### src/crcfr_pkg.sv
// Shared types and constants for the CRC-checked frame receiver.
// Holds payload structs, phase and result codes, register indexes and reset values.
// No dependencies.
`default_nettype none

package crcfr_pkg;

  // Default width of the payload length the block accepts
  localparam int LENGTH_BITS_DEFAULT = 24;

  localparam int REG_DATA_W = 24;
  localparam int FRAME_LEN_W = 24;

  localparam logic [15:0] CRC_INIT = 16'hFFFF;
  localparam logic [15:0] CRC_POLY = 16'h1021;

  // Header byte positions after the magic pair
  localparam int HDR_LEN_FIRST = 2;
  localparam int HDR_CRC_LO = 6;
  localparam int HDR_CRC_HI = 7;

  localparam logic CMD_BYTE = 1'b0;
  localparam logic CMD_TICK = 1'b1;

  localparam logic [7:0] MAGIC_FIRST_RST = 8'hAA;
  localparam logic [7:0] MAGIC_SECOND_RST = 8'h55;
  localparam logic [23:0] MAX_LENGTH_RST = 24'd65536;
  localparam logic [15:0] TIMEOUT_TICKS_RST = 16'd1000;

  typedef enum logic [1:0] {
    REG_MAGIC_FIRST = 2'd0,
    REG_MAGIC_SECOND = 2'd1,
    REG_MAX_LENGTH = 2'd2,
    REG_TIMEOUT_TICKS = 2'd3
  } cfg_reg_t;

  typedef enum logic [1:0] {
    PH_IDLE = 2'd0,
    PH_HEADER = 2'd1,
    PH_PAYLOAD = 2'd2,
    PH_CRC = 2'd3
  } phase_t;

  typedef enum logic [2:0] {
    KIND_NONE = 3'd0,
    KIND_PAYLOAD = 3'd1,
    KIND_GOOD = 3'd2,
    KIND_HDR_BAD = 3'd3,
    KIND_CRC_BAD = 3'd4,
    KIND_TIMEOUT = 3'd5
  } kind_t;

  typedef struct packed {
    logic cmd;
    logic [7:0] rx_byte;
  } in_item_t;

  typedef struct packed {
    kind_t kind;
    logic [7:0] payload_byte;
    logic [FRAME_LEN_W-1:0] frame_length;
  } out_item_t;

endpackage

`default_nettype wire

### src/crcfr_crc_byte.sv
// Byte-wide CRC-16 update, polynomial 0x1021, MSB first.
// Depends on crcfr_pkg for the polynomial.
`default_nettype none

module crcfr_crc_byte (
  input  wire logic [15:0] crc,
  input  wire logic [7:0]  data,
  output logic [15:0]      crc_next
);
  import crcfr_pkg::*;

  always_comb begin
    logic [15:0] acc;
    acc = crc ^ {data, 8'h00};
    for (int i = 0; i < 8; i++) begin
      if (acc[15]) begin
        acc = {acc[14:0], 1'b0} ^ CRC_POLY;
      end else begin
        acc = {acc[14:0], 1'b0};
      end
    end
    crc_next = acc;
  end

endmodule

`default_nettype wire

### src/crcfr_skid.sv
// Two-entry output buffer for result transactions.
// Lets a new result enter while the previous one still waits. Depends on crcfr_pkg.
`default_nettype none

module crcfr_skid (
  input  wire logic                 clk,
  input  wire logic                 rst,
  input  wire logic                 push,
  output logic                      push_ready,
  input  wire crcfr_pkg::out_item_t push_item,
  output logic                      pop_valid,
  input  wire logic                 pop_ready,
  output crcfr_pkg::out_item_t      pop_item
);
  import crcfr_pkg::*;

  logic main_valid;
  logic spare_valid;
  out_item_t main_item;
  out_item_t spare_item;
  logic take;
  logic drain;

  assign push_ready = !spare_valid;
  assign pop_valid = main_valid;
  assign pop_item = main_item;
  assign take = push && !spare_valid;
  assign drain = main_valid && pop_ready;

  always_ff @(posedge clk) begin
    if (rst) begin
      main_valid <= 1'b0;
      spare_valid <= 1'b0;
    end else if (drain) begin
      if (spare_valid) begin
        main_valid <= 1'b1;
        spare_valid <= 1'b0;
      end else begin
        main_valid <= take;
      end
    end else if (take) begin
      if (main_valid) begin
        spare_valid <= 1'b1;
      end else begin
        main_valid <= 1'b1;
      end
    end
  end

  always_ff @(posedge clk) begin
    if (drain) begin
      main_item <= spare_valid ? spare_item : push_item;
    end else if (take && !main_valid) begin
      main_item <= push_item;
    end
    if (take && main_valid && !drain) begin
      spare_item <= push_item;
    end
  end

endmodule

`default_nettype wire

### src/crc_checked_frame_receiver.sv
// Receiver for length-prefixed frames checked with CRC-16/CCITT-FALSE. Each input
// transaction is a received byte or a millisecond tick, and each one yields exactly one
// result transaction (kind none, payload byte, frame good, header rejected, payload CRC
// bad or timeout). A frame is two magic bytes, a 32-bit little-endian length, a
// little-endian header CRC over the first six bytes, the payload and a little-endian
// payload CRC. The block takes one transaction per clock while item_ready is high: the
// whole state update, including the byte-wide CRC step, is combinational, and the result
// is registered into a two-entry output buffer in the cycle after acceptance, so item_ready only drops when
// two results wait. Configuration writes take effect at once and belong between frames.
// Depends on crcfr_pkg, crcfr_crc_byte and crcfr_skid.
`default_nettype none

module crc_checked_frame_receiver #(
  parameter int LENGTH_BITS = crcfr_pkg::LENGTH_BITS_DEFAULT
) (
  input  wire logic                              clk,
  input  wire logic                              rst,
  input  wire logic                              item_valid,
  output logic                                   item_ready,
  input  wire crcfr_pkg::in_item_t               item,
  output logic                                   result_valid,
  input  wire logic                              result_ready,
  output crcfr_pkg::out_item_t                   result,
  input  wire logic                              cfg_we,
  input  wire crcfr_pkg::cfg_reg_t               cfg_index,
  input  wire logic [crcfr_pkg::REG_DATA_W-1:0]  cfg_data
);
  import crcfr_pkg::*;

  localparam int CNT_W = LENGTH_BITS + 1;
  localparam logic [31:0] LEN_MASK =
    (LENGTH_BITS >= 32) ? 32'hFFFF_FFFF : ((32'd1 << LENGTH_BITS) - 32'd1);

  // Configuration registers
  logic [7:0] magic_first;
  logic [7:0] magic_second;
  logic [23:0] max_length;
  logic [15:0] timeout_ticks;

  // Frame state
  phase_t phase, phase_next;
  logic [CNT_W-1:0] byte_count, byte_count_next;
  logic [LENGTH_BITS-1:0] expected_length, expected_length_next;
  logic [15:0] running_crc, running_crc_next;
  logic [31:0] header_length_shift, header_length_shift_next;
  logic [7:0] received_crc_low, received_crc_low_next;
  logic [15:0] idle_ticks, idle_ticks_next;

  logic accept;
  logic [15:0] crc_seed;
  logic [15:0] crc_upd;
  logic restart;
  logic [15:0] got_crc;
  logic [CNT_W-1:0] count_inc;
  logic [31:0] exp_wide;
  out_item_t res;

  assign accept = item_valid && item_ready;
  assign got_crc = {item.rx_byte, received_crc_low};
  assign count_inc = byte_count + CNT_W'(1);
  assign exp_wide = 32'(expected_length);

  // Any wrong second byte reseeds the CRC; one that matches the first magic restarts the CRC from its seed
  assign restart = (phase == PH_HEADER) && (byte_count == CNT_W'(1)) &&
                   (item.rx_byte != magic_second);
  assign crc_seed = restart ? CRC_INIT : running_crc;

  crcfr_crc_byte u_crc (
    .crc      (crc_seed),
    .data     (item.rx_byte),
    .crc_next (crc_upd)
  );

  always_ff @(posedge clk) begin
    if (rst) begin
      magic_first <= MAGIC_FIRST_RST;
      magic_second <= MAGIC_SECOND_RST;
      max_length <= MAX_LENGTH_RST;
      timeout_ticks <= TIMEOUT_TICKS_RST;
    end else if (cfg_we) begin
      case (cfg_index)
        REG_MAGIC_FIRST: magic_first <= cfg_data[7:0];
        REG_MAGIC_SECOND: magic_second <= cfg_data[7:0];
        REG_MAX_LENGTH: max_length <= cfg_data[23:0];
        REG_TIMEOUT_TICKS: timeout_ticks <= cfg_data[15:0];
        default: ;
      endcase
    end
  end

  always_comb begin
    logic go_idle;
    logic hunt;
    logic [31:0] len;
    go_idle = 1'b0;
    hunt = 1'b0;
    len = header_length_shift;
    phase_next = phase;
    byte_count_next = byte_count;
    expected_length_next = expected_length;
    running_crc_next = running_crc;
    header_length_shift_next = header_length_shift;
    received_crc_low_next = received_crc_low;
    idle_ticks_next = idle_ticks;
    res.kind = KIND_NONE;
    res.payload_byte = 8'h00;
    res.frame_length = '0;

    if (item.cmd == CMD_TICK) begin
      if (phase != PH_IDLE) begin
        if (idle_ticks >= timeout_ticks) begin
          res.kind = KIND_TIMEOUT;
          go_idle = 1'b1;
        end else begin
          idle_ticks_next = idle_ticks + 16'd1;
        end
      end
    end else begin
      idle_ticks_next = '0;
      case (phase)
        PH_IDLE: begin
          hunt = (item.rx_byte == magic_first);
        end
        PH_HEADER: begin
          if (byte_count == CNT_W'(1)) begin
            if (restart) begin
              go_idle = 1'b1;
              hunt = (item.rx_byte == magic_first);
            end else begin
              running_crc_next = crc_upd;
              byte_count_next = CNT_W'(HDR_LEN_FIRST);
            end
          end else if (byte_count < CNT_W'(HDR_CRC_LO)) begin
            // Length arrives low byte first: shift in from the top
            header_length_shift_next = {item.rx_byte, header_length_shift[31:8]};
            running_crc_next = crc_upd;
            byte_count_next = count_inc;
          end else if (byte_count == CNT_W'(HDR_CRC_LO)) begin
            received_crc_low_next = item.rx_byte;
            byte_count_next = CNT_W'(HDR_CRC_HI);
          end else begin
            if (got_crc != running_crc || len == 32'd0 || len > 32'(max_length) ||
                (len & ~LEN_MASK) != 32'd0) begin
              res.kind = KIND_HDR_BAD;
              go_idle = 1'b1;
            end else begin
              expected_length_next = len[LENGTH_BITS-1:0];
              phase_next = PH_PAYLOAD;
              byte_count_next = '0;
              running_crc_next = CRC_INIT;
            end
          end
        end
        PH_PAYLOAD: begin
          res.kind = KIND_PAYLOAD;
          res.payload_byte = item.rx_byte;
          running_crc_next = crc_upd;
          byte_count_next = count_inc;
          if (count_inc >= {1'b0, expected_length}) begin
            phase_next = PH_CRC;
            byte_count_next = '0;
          end
        end
        PH_CRC: begin
          if (byte_count == '0) begin
            received_crc_low_next = item.rx_byte;
            byte_count_next = CNT_W'(1);
          end else begin
            if (got_crc == running_crc) begin
              res.kind = KIND_GOOD;
              res.frame_length = exp_wide[FRAME_LEN_W-1:0];
            end else begin
              res.kind = KIND_CRC_BAD;
            end
            go_idle = 1'b1;
          end
        end
        default: go_idle = 1'b1;
      endcase
    end

    if (go_idle || hunt) begin
      phase_next = PH_IDLE;
      byte_count_next = '0;
      expected_length_next = '0;
      running_crc_next = CRC_INIT;
      header_length_shift_next = '0;
      received_crc_low_next = '0;
      idle_ticks_next = '0;
    end
    if (hunt) begin
      phase_next = PH_HEADER;
      byte_count_next = CNT_W'(1);
      running_crc_next = crc_upd;
    end
  end

  always_ff @(posedge clk) begin
    if (rst) begin
      phase <= PH_IDLE;
      byte_count <= '0;
      expected_length <= '0;
      running_crc <= CRC_INIT;
      header_length_shift <= '0;
      received_crc_low <= '0;
      idle_ticks <= '0;
    end else if (accept) begin
      phase <= phase_next;
      byte_count <= byte_count_next;
      expected_length <= expected_length_next;
      running_crc <= running_crc_next;
      header_length_shift <= header_length_shift_next;
      received_crc_low <= received_crc_low_next;
      idle_ticks <= idle_ticks_next;
    end
  end

  crcfr_skid u_skid (
    .clk        (clk),
    .rst        (rst),
    .push       (accept),
    .push_ready (item_ready),
    .push_item  (res),
    .pop_valid  (result_valid),
    .pop_ready  (result_ready),
    .pop_item   (result)
  );

endmodule

`default_nettype wire

### config.mk
export PLATFORM = sky130hd
export DESIGN_NAME = crc_checked_frame_receiver
export DESIGN_NICKNAME = d
export VERILOG_FILES = /design/src/crcfr_pkg.sv /design/src/crcfr_crc_byte.sv /design/src/crcfr_skid.sv /design/src/crc_checked_frame_receiver.sv
export SDC_FILE = /design/constraint.sdc
export NUM_CORES = 1
export LEC_CHECK = 0
export BUFFER_PORTS_ARGS = -buffer_cell sky130_fd_sc_hd__buf_2
export CAP_MARGIN = 20
export CORE_UTILIZATION = 45
export CTS_CLUSTER_DIAMETER = 50
export DETAILED_ROUTE_END_ITERATION = 10
export GPL_TIMING_DRIVEN = 0
export REMOVE_ABC_BUFFERS = 1
export SLEW_MARGIN = 20
export SYNTH_ARGS = -nofsm -noshare
export SYNTH_HDL_FRONTEND = slang
export SYNTH_HIERARCHICAL = 1
export SYNTH_SLANG_ARGS = --single-unit
export TNS_END_PERCENT = 100
### constraint.sdc
create_clock -name clk -period 5.6 [get_ports clk]
set_input_delay 0.84 -clock clk [delete_from_list [all_inputs] [get_ports clk]]
set_output_delay 0.84 -clock clk [all_outputs]
set_load 0.02 [all_outputs]
==> results of run 1 <==
-- layout by cell type, fill, tap and decap left out, drive strengths merged, types with 36 or more instances in the layout --
cell and n:
a21oi 123, and2 37, buf 90, clkbuf 38, dfxtp 181, edfxtp 70, ha 69, inv 94
nand2 190, nand3 82, nor2 67, xnor2 36
-- cell type report --
class | instances | share of cell area, %
Clock inverter | 19 | 1.28
Sequential cell | 251 | 38.0
Tap cell | 384 | 3.19
Timing Repair Buffer | 90 | 3.97
Clock buffer | 38 | 5.52
Multi-Input combinational cell | 984 | 45.7
Inverter | 92 | 2.29
-- logic make-up after synthesis --
family,synth area share [%]
XOR/XNOR,6.67
adder cells (fa/ha/maj),6.52
AND/OR/NAND/NOR,19.4
flip-flops,43.3
multiplexers,5.57
buffers and inverters,5.16
AO/OA/AOI/OAI,13.4
-- worst min-delay path, delay by kind of cell, from the launching register on --
family / cells / cell delay (ps)
AO/OA/AOI/OAI: 1 / 50
AND/OR/NAND/NOR: 1 / 50
flip-flops: 1 / 300
-- power by group through the flow --
stage | Sequential, mW | Clock, mW | Combinational [mW]
floorplan | 1.99 | 0 | 0.113
global placement | 1.96 | 0 | 0.242
detailed placement | 1.96 | 0 | 0.259
CTS | 1.92 | 2.03 | 0.260
global route | 1.92 | 2.10 | 0.280
finish | 1.92 | 1.98 | 0.257
-- through the flow --
stage | area, µm² | hold slack, ps
6_report | 15100 | 453
3_5_place_dp | 14000 | 447
2_1_floorplan | 12900 | 430
3_3_place_gp | 13800 | 444
5_1_grt | 15100 | 478
4_1_cts | 15000 | 454
-- final timing paths --
kind,start,cells past startpoint,end
setup reg to reg,byte_count[2]$_SDFFE_PP0P_,16,byte_count[4]$_SDFFE_PP0P_
hold reg to reg,max_length[13]$_SDFFE_PP0P_,2,max_length[13]$_SDFFE_PP0P_
setup / recovery,byte_count[2]$_SDFFE_PP0P_,16,byte_count[4]$_SDFFE_PP0P_
hold / removal,max_length[13]$_SDFFE_PP0P_,2,max_length[13]$_SDFFE_PP0P_
-- layer usage --
metal  vias to the layer above  GRT usage [%]
met3                        48           2.52
met1                      4704           29.3
li1                       5051              -
met2                       227           34.1
met4                         0           5.83
met5                         -              0
-- sequential cells by signal (all words and copies together) (netlist names) --
signal	count
max_length	24
expected_length	24
u_skid/spare_valid	1
received_crc_low	8
magic_second	8
phase	2
running_crc	16
idle_ticks	16
byte_count	25
timeout_ticks	16
u_skid/pop_valid	1
magic_first	8
u_skid/pop_item	35
header_length_shift	32
u_skid/spare_item	35
==> results.json, run 1 <==
{
  "layout-drive-gt1-share_pct": 15.7,
  "ys_types": 83,
  "multi_input_area_um2": 6890,
  "cp-end-kind": "flip-flop",
  "rows": 62,
  "synth_common_cells": "190 x nand2_1, 181 x dfxtp_1, 122 x a21oi_1, 91 x inv_1, 81 x nand3_1",
  "power_switching_mw": 0.968,
  "route.vias.total": 10030,
  "setup_viol": 0,
  "ys_warn_count": 6,
  "htree_levels": 1,
  "powerDensity_nw_per_um2": 276,
  "yosysTopAreaCell": "dfxtp_1",
  "setup_ws_ps": 424,
  "start_util_pct": 46.0,
  "p_int_mw": 3.19,
  "routed-wl-met2_mm": 14.3,
  "gr-usage-all-layers_pct": 20.9,
  "cts.sinks": 251,
  "hold_buffers": 0,
  "ys_seq_area_share_pct": 43.3,
  "path_buf_inv": 1,
  "root_buffer": "clkbuf_16",
  "routed.top_layer": "met4",
  "path_delay_family": "simple AND/OR/NAND/NOR gates",
  "critPathKind": "reg -> reg",
  "yosys_register_bits": 251,
  "power.share.clock_pct": 47.7,
  "die_height_um": 173,
  "cts_buffers": 31,
  "clock_skew_ps": 13.5,
  "globalplace.congestion": 0.852,
  "crit_slowest_cell": "or4_1",
  "dpl.cell_count": 1801,
  "fillerInstances": 2637,
  "ios": 77,
  "maxSlewViolCount": 0,
  "ys.flop_type": "dfxtp_1",
  "worst_slew_pin_slew_ps": 1090,
  "critical_path_required_ps": 6100,
  "final-seq-area_um2": 5730,
  "synthArstFlopShare_pct": 0,
  "fin_tns_setup_ps": 0,
  "leakage_nw": 5.93,
  "antenna_found_initial": 0,
  "avgViaCountPerCell": 5.40,
  "cts_resized": 0,
  "fin_crit_ps": 5180,
  "yosys.cell_count.top_type": "nand2_1",
  "timing.slew.headroom_pct": 26.4,
  "grt_first_pass_wirelength_mm": 51.2,
  "grt_max_degree": 72,
  "path_cells": "nand3_1, nor2_1, nand3_1, or4_1, nor2_1, nor2_1, or2_2, ha_1, nand4_1, nor3_1, a221oi_1, nand4_1, o32ai_4, buf_6, and2_1, a221o_1",
  "met1_length_mm": 15.2,
  "synth.area.top_cells": "dfxtp_1 27%, edfxtp_1 16%, ha_1 6.5%",
  "min_path_type": "reg -> reg",
  "syn_inst": 1399,
  "cp_common_cell": "nor2_1",
  "drtIter0Drc": 550,
  "r2r_slack_ps": 420,
  "hold_viol": 0,
  "p_sw_share_pct": 23.3,
  "die-area_um2": 30100,
  "drtAntennaViolNets": 0,
  "crit_path_max_incr_delay_ps": 680,
  "synthesis.area_um2": 13200,
  "power_mw": 4.16,
  "wl_mm": 31.6,
  "post-cts-setup-buffer-count": 0,
  "finalCritPeriodShare_pct": 92.4,
  "start_kind": "flip-flop",
  "routedWlPerCell_um": 17.0,
  "synth_edf_count": 70,
  "dr_wl_met3_mm": 1.47,
  "yosys.area.top_type_share_pct": 27.4,
  "cts_tree": "done",
  "fin_util_pct": 52.3,
  "grt_overflow_total": 0,
  "clk_pin_slew_ps": 60,
  "rsz0062_at_grt": "no",
  "coreArea_um2": 28800,
  "power_frac_comb_pct": 6.2,
  "clockBufferDepth": 3,
  "fin_nets": 1559,
  "antenna-diode-count": 0,
  "hpwl_mm": 22.9,
  "syn_to_final_growth_pct": 13.9,
  "final_cells": 1858,
  "maxCapViolCount": 0,
  "crit_arrival_ps": 5680,
  "drc": 0,
  "avgSynthCellArea_um2": 9.46,
  "seqPwrFrac_pct": 46.1,
  "crit_fanout": 10,
  "clk_latency_ps": 560,
  "fmax_ghz": 0.193,
  "place_ws_ps": 353,
  "irDropWorstVdd_mv": 0.230,
  "die_w_um": 173,
  "io_buffers": 76,
  "status": "completed",
  "firstDrtPassIters": 5,
  "grt_pass1_vias": 9596
}
(Power assumes the default switching activity.)
==> inputs of run 2 (changes only) <==
--- a/config.mk
+++ b/config.mk
@@ -13,4 +13,5 @@
 export GPL_TIMING_DRIVEN = 0
 export REMOVE_ABC_BUFFERS = 1
+export SETUP_SLACK_MARGIN = 0.05
 export SLEW_MARGIN = 20
 export SYNTH_ARGS = -nofsm -noshare
==> constraint.sdc (replaced) <==
create_clock -name clk -period 5.6 [get_ports clk]
set_input_delay 0.28 -clock clk [delete_from_list [all_inputs] [get_ports clk]]
set_output_delay 0.28 -clock clk [all_outputs]
set_load 0.02 [all_outputs]
==> results.json, run 2 (synthesis gave the netlist of run 1 again) <==
{
  "coreArea_um2": 28800,
  "antenna-diode-count": 0,
  "cts.sinks": 251,
  "rows": 62,
  "syn_to_final_growth_pct": 15.3,
  "layout-drive-gt1-share_pct": 15.5,
  "maxCapViolCount": 0,
  "final_common_cell": "nand2_1",
  "hold_viol": 0,
  "cp.depth": 16,
  "crit_fanout": 10,
  "worst_slew_pin_slew_ps": 1130,
  "route.vias.total": 10123,
  "antenna_found_initial": 0,
  "io_buffers": 76,
  "worstSetupStartpoint": "byte_count[2]$_SDFFE_PP0P_",
  "setup_ws_ps": 440,
  "critPathKind": "reg -> reg",
  "grt_first_pass_wirelength_mm": 51.4,
  "hpwl_mm": 22.9,
  "die_w_um": 173,
  "cts_buffers": 31,
  "die_height_um": 173,
  "holdWs_ps": 26.7,
  "die-area_um2": 30100,
  "leakage_nw": 6.01,
  "grt_overflow_total": 0,
  "cp-end-kind": "flip-flop",
  "timing.slew.headroom_pct": 24.0,
  "start_kind": "flip-flop",
  "drtIter0Drc": 548,
  "cp_common_cell": "nor2_1",
  "fin_nets": 1578,
  "r2r_slack_ps": 440,
  "crit_arrival_ps": 5660,
  "place_area_um2": 14000,
  "power_mw": 4.17,
  "min_path_type": "in -> reg",
  "path_buf_inv": 1,
  "status": "completed",
  "avgViaCountPerCell": 5.39,
  "wl_mm": 31.7,
  "rsz0062_at_grt": "no",
  "cts_tree": "done",
  "htree_levels": 1,
  "setup_viol": 0,
  "root_buffer": "clkbuf_16",
  "start_util_pct": 46.0,
  "globalplace.congestion": 0.852,
  "path_delay_family": "simple AND/OR/NAND/NOR gates",
  "grt_pass1_vias": 9647,
  "rr_worst_depth": 16,
  "maxSlewViolCount": 0,
  "routedWlPerCell_um": 16.9,
  "r2r-end": "byte_count[4]$_SDFFE_PP0P_",
  "crit_path_max_incr_delay_ps": 680,
  "drtAntennaViolNets": 0,
  "fillerInstances": 2627,
  "clk_latency_ps": 560,
  "clk_pin_slew_ps": 60,
  "drc": 0,
  "finalInstanceArea_um2": 15300,
  "critical_path_required_ps": 6100,
  "place_ws_ps": 353,
  "r2r_start": "byte_count[2]$_SDFFE_PP0P_",
  "path_cells": "nand3_1, nor2_1, nand3_1, or4_1, nor2_1, nor2_1, or2_2, ha_1, nand4_1, nor3_1, a221oi_1, nand4_1, o32ai_4, buf_6, and2_1, a221o_1",
  "firstDrtPassIters": 4,
  "mostFrequentLayoutCells": "190 x nand2_1, 181 x dfxtp_1, 122 x a21oi_1",
  "gr-usage-all-layers_pct": 21.0,
  "clock_skew_ps": 13.4,
  "crit_slowest_cell": "or4_1",
  "fmax_ghz": 0.194,
  "ios": 77,
  "clockBufferDepth": 3,
  "irDropWorstVdd_mv": 0.234,
  "fin_crit_ps": 5160,
  "finalCritPeriodShare_pct": 92.1,
  "cp-endpoint": "byte_count[4]$_SDFFE_PP0P_",
  "grt_max_degree": 72,
  "powerDensity_nw_per_um2": 273
}
## run 2: timing repair
action / CTS / global route
buffers inserted: 0 / 0
hold endpoints to repair: 27 / 0
setup endpoints to repair: 0 / 9
resized for setup: 0 / 2
hold buffers: 19 / 0
## run 2: layout make-up
type / count / area [µm²] / share of cell area (%)
flip-flops and latches: 251 / 5730 / 37.5
well taps: 384 / 480 / 3.15
clock inverters: 19 / 193 / 1.26
multi-input cells: 984 / 6890 / 45.2
repair buffers: 109 / 788 / 5.17
inverters: 92 / 345 / 2.26
clock buffers: 38 / 832 / 5.45
## run 2: tightest hold or removal path: cells and delay by family
family / cells / cell delay, ps
AND/OR/NAND/NOR: 1 / 60
AO/OA/AOI/OAI: 1 / 50
buffers and inverters: 1 / 140
## run 2: report_power, final
| part | switching (mW) | total [mW] | internal (mW) |
|---|---|---|---|
| registers | 0.0142 | 1.92 | 1.91 |
| clock network | 0.789 | 1.98 | 1.19 |
| logic | 0.165 | 0.267 | 0.102 |
## run 2: how the worst min path moves through the flow
stage	start	endpoint	slack, ps	cells after the start
after floorplan	rst	phase[0]$_SDFFE_PP0P_	350	1
after global placement	timeout_ticks[1]$_SDFFE_PP0P_	timeout_ticks[1]$_SDFFE_PP0P_	440	2
after detailed placement	max_length[13]$_SDFFE_PP0P_	max_length[13]$_SDFFE_PP0P_	450	2
after CTS	cfg_data[2]	max_length[2]$_SDFFE_PP0P_	0.08	3
after global routing	cfg_data[7]	max_length[7]$_SDFFE_PP0P_	20	3
final	cfg_data[2]	max_length[2]$_SDFFE_PP0P_	30	3
## run 2: metal layers
layer  global-route usage, %  share of wire [%]
met1                    29.3                 48
met2                    34.3                 46
met4                    5.83                2.1
met3                    2.52                4.7
met5                       0                  0
## run 2: through the flow
step,util [%],setup TNS (ps),std cells
finish,53.0,0,1877
global route,53.0,0,1877
CTS,52.9,0,1877
detailed placement,48.7,0,1801
global placement,47.8,-8520,1787
floorplan,-,0,1327
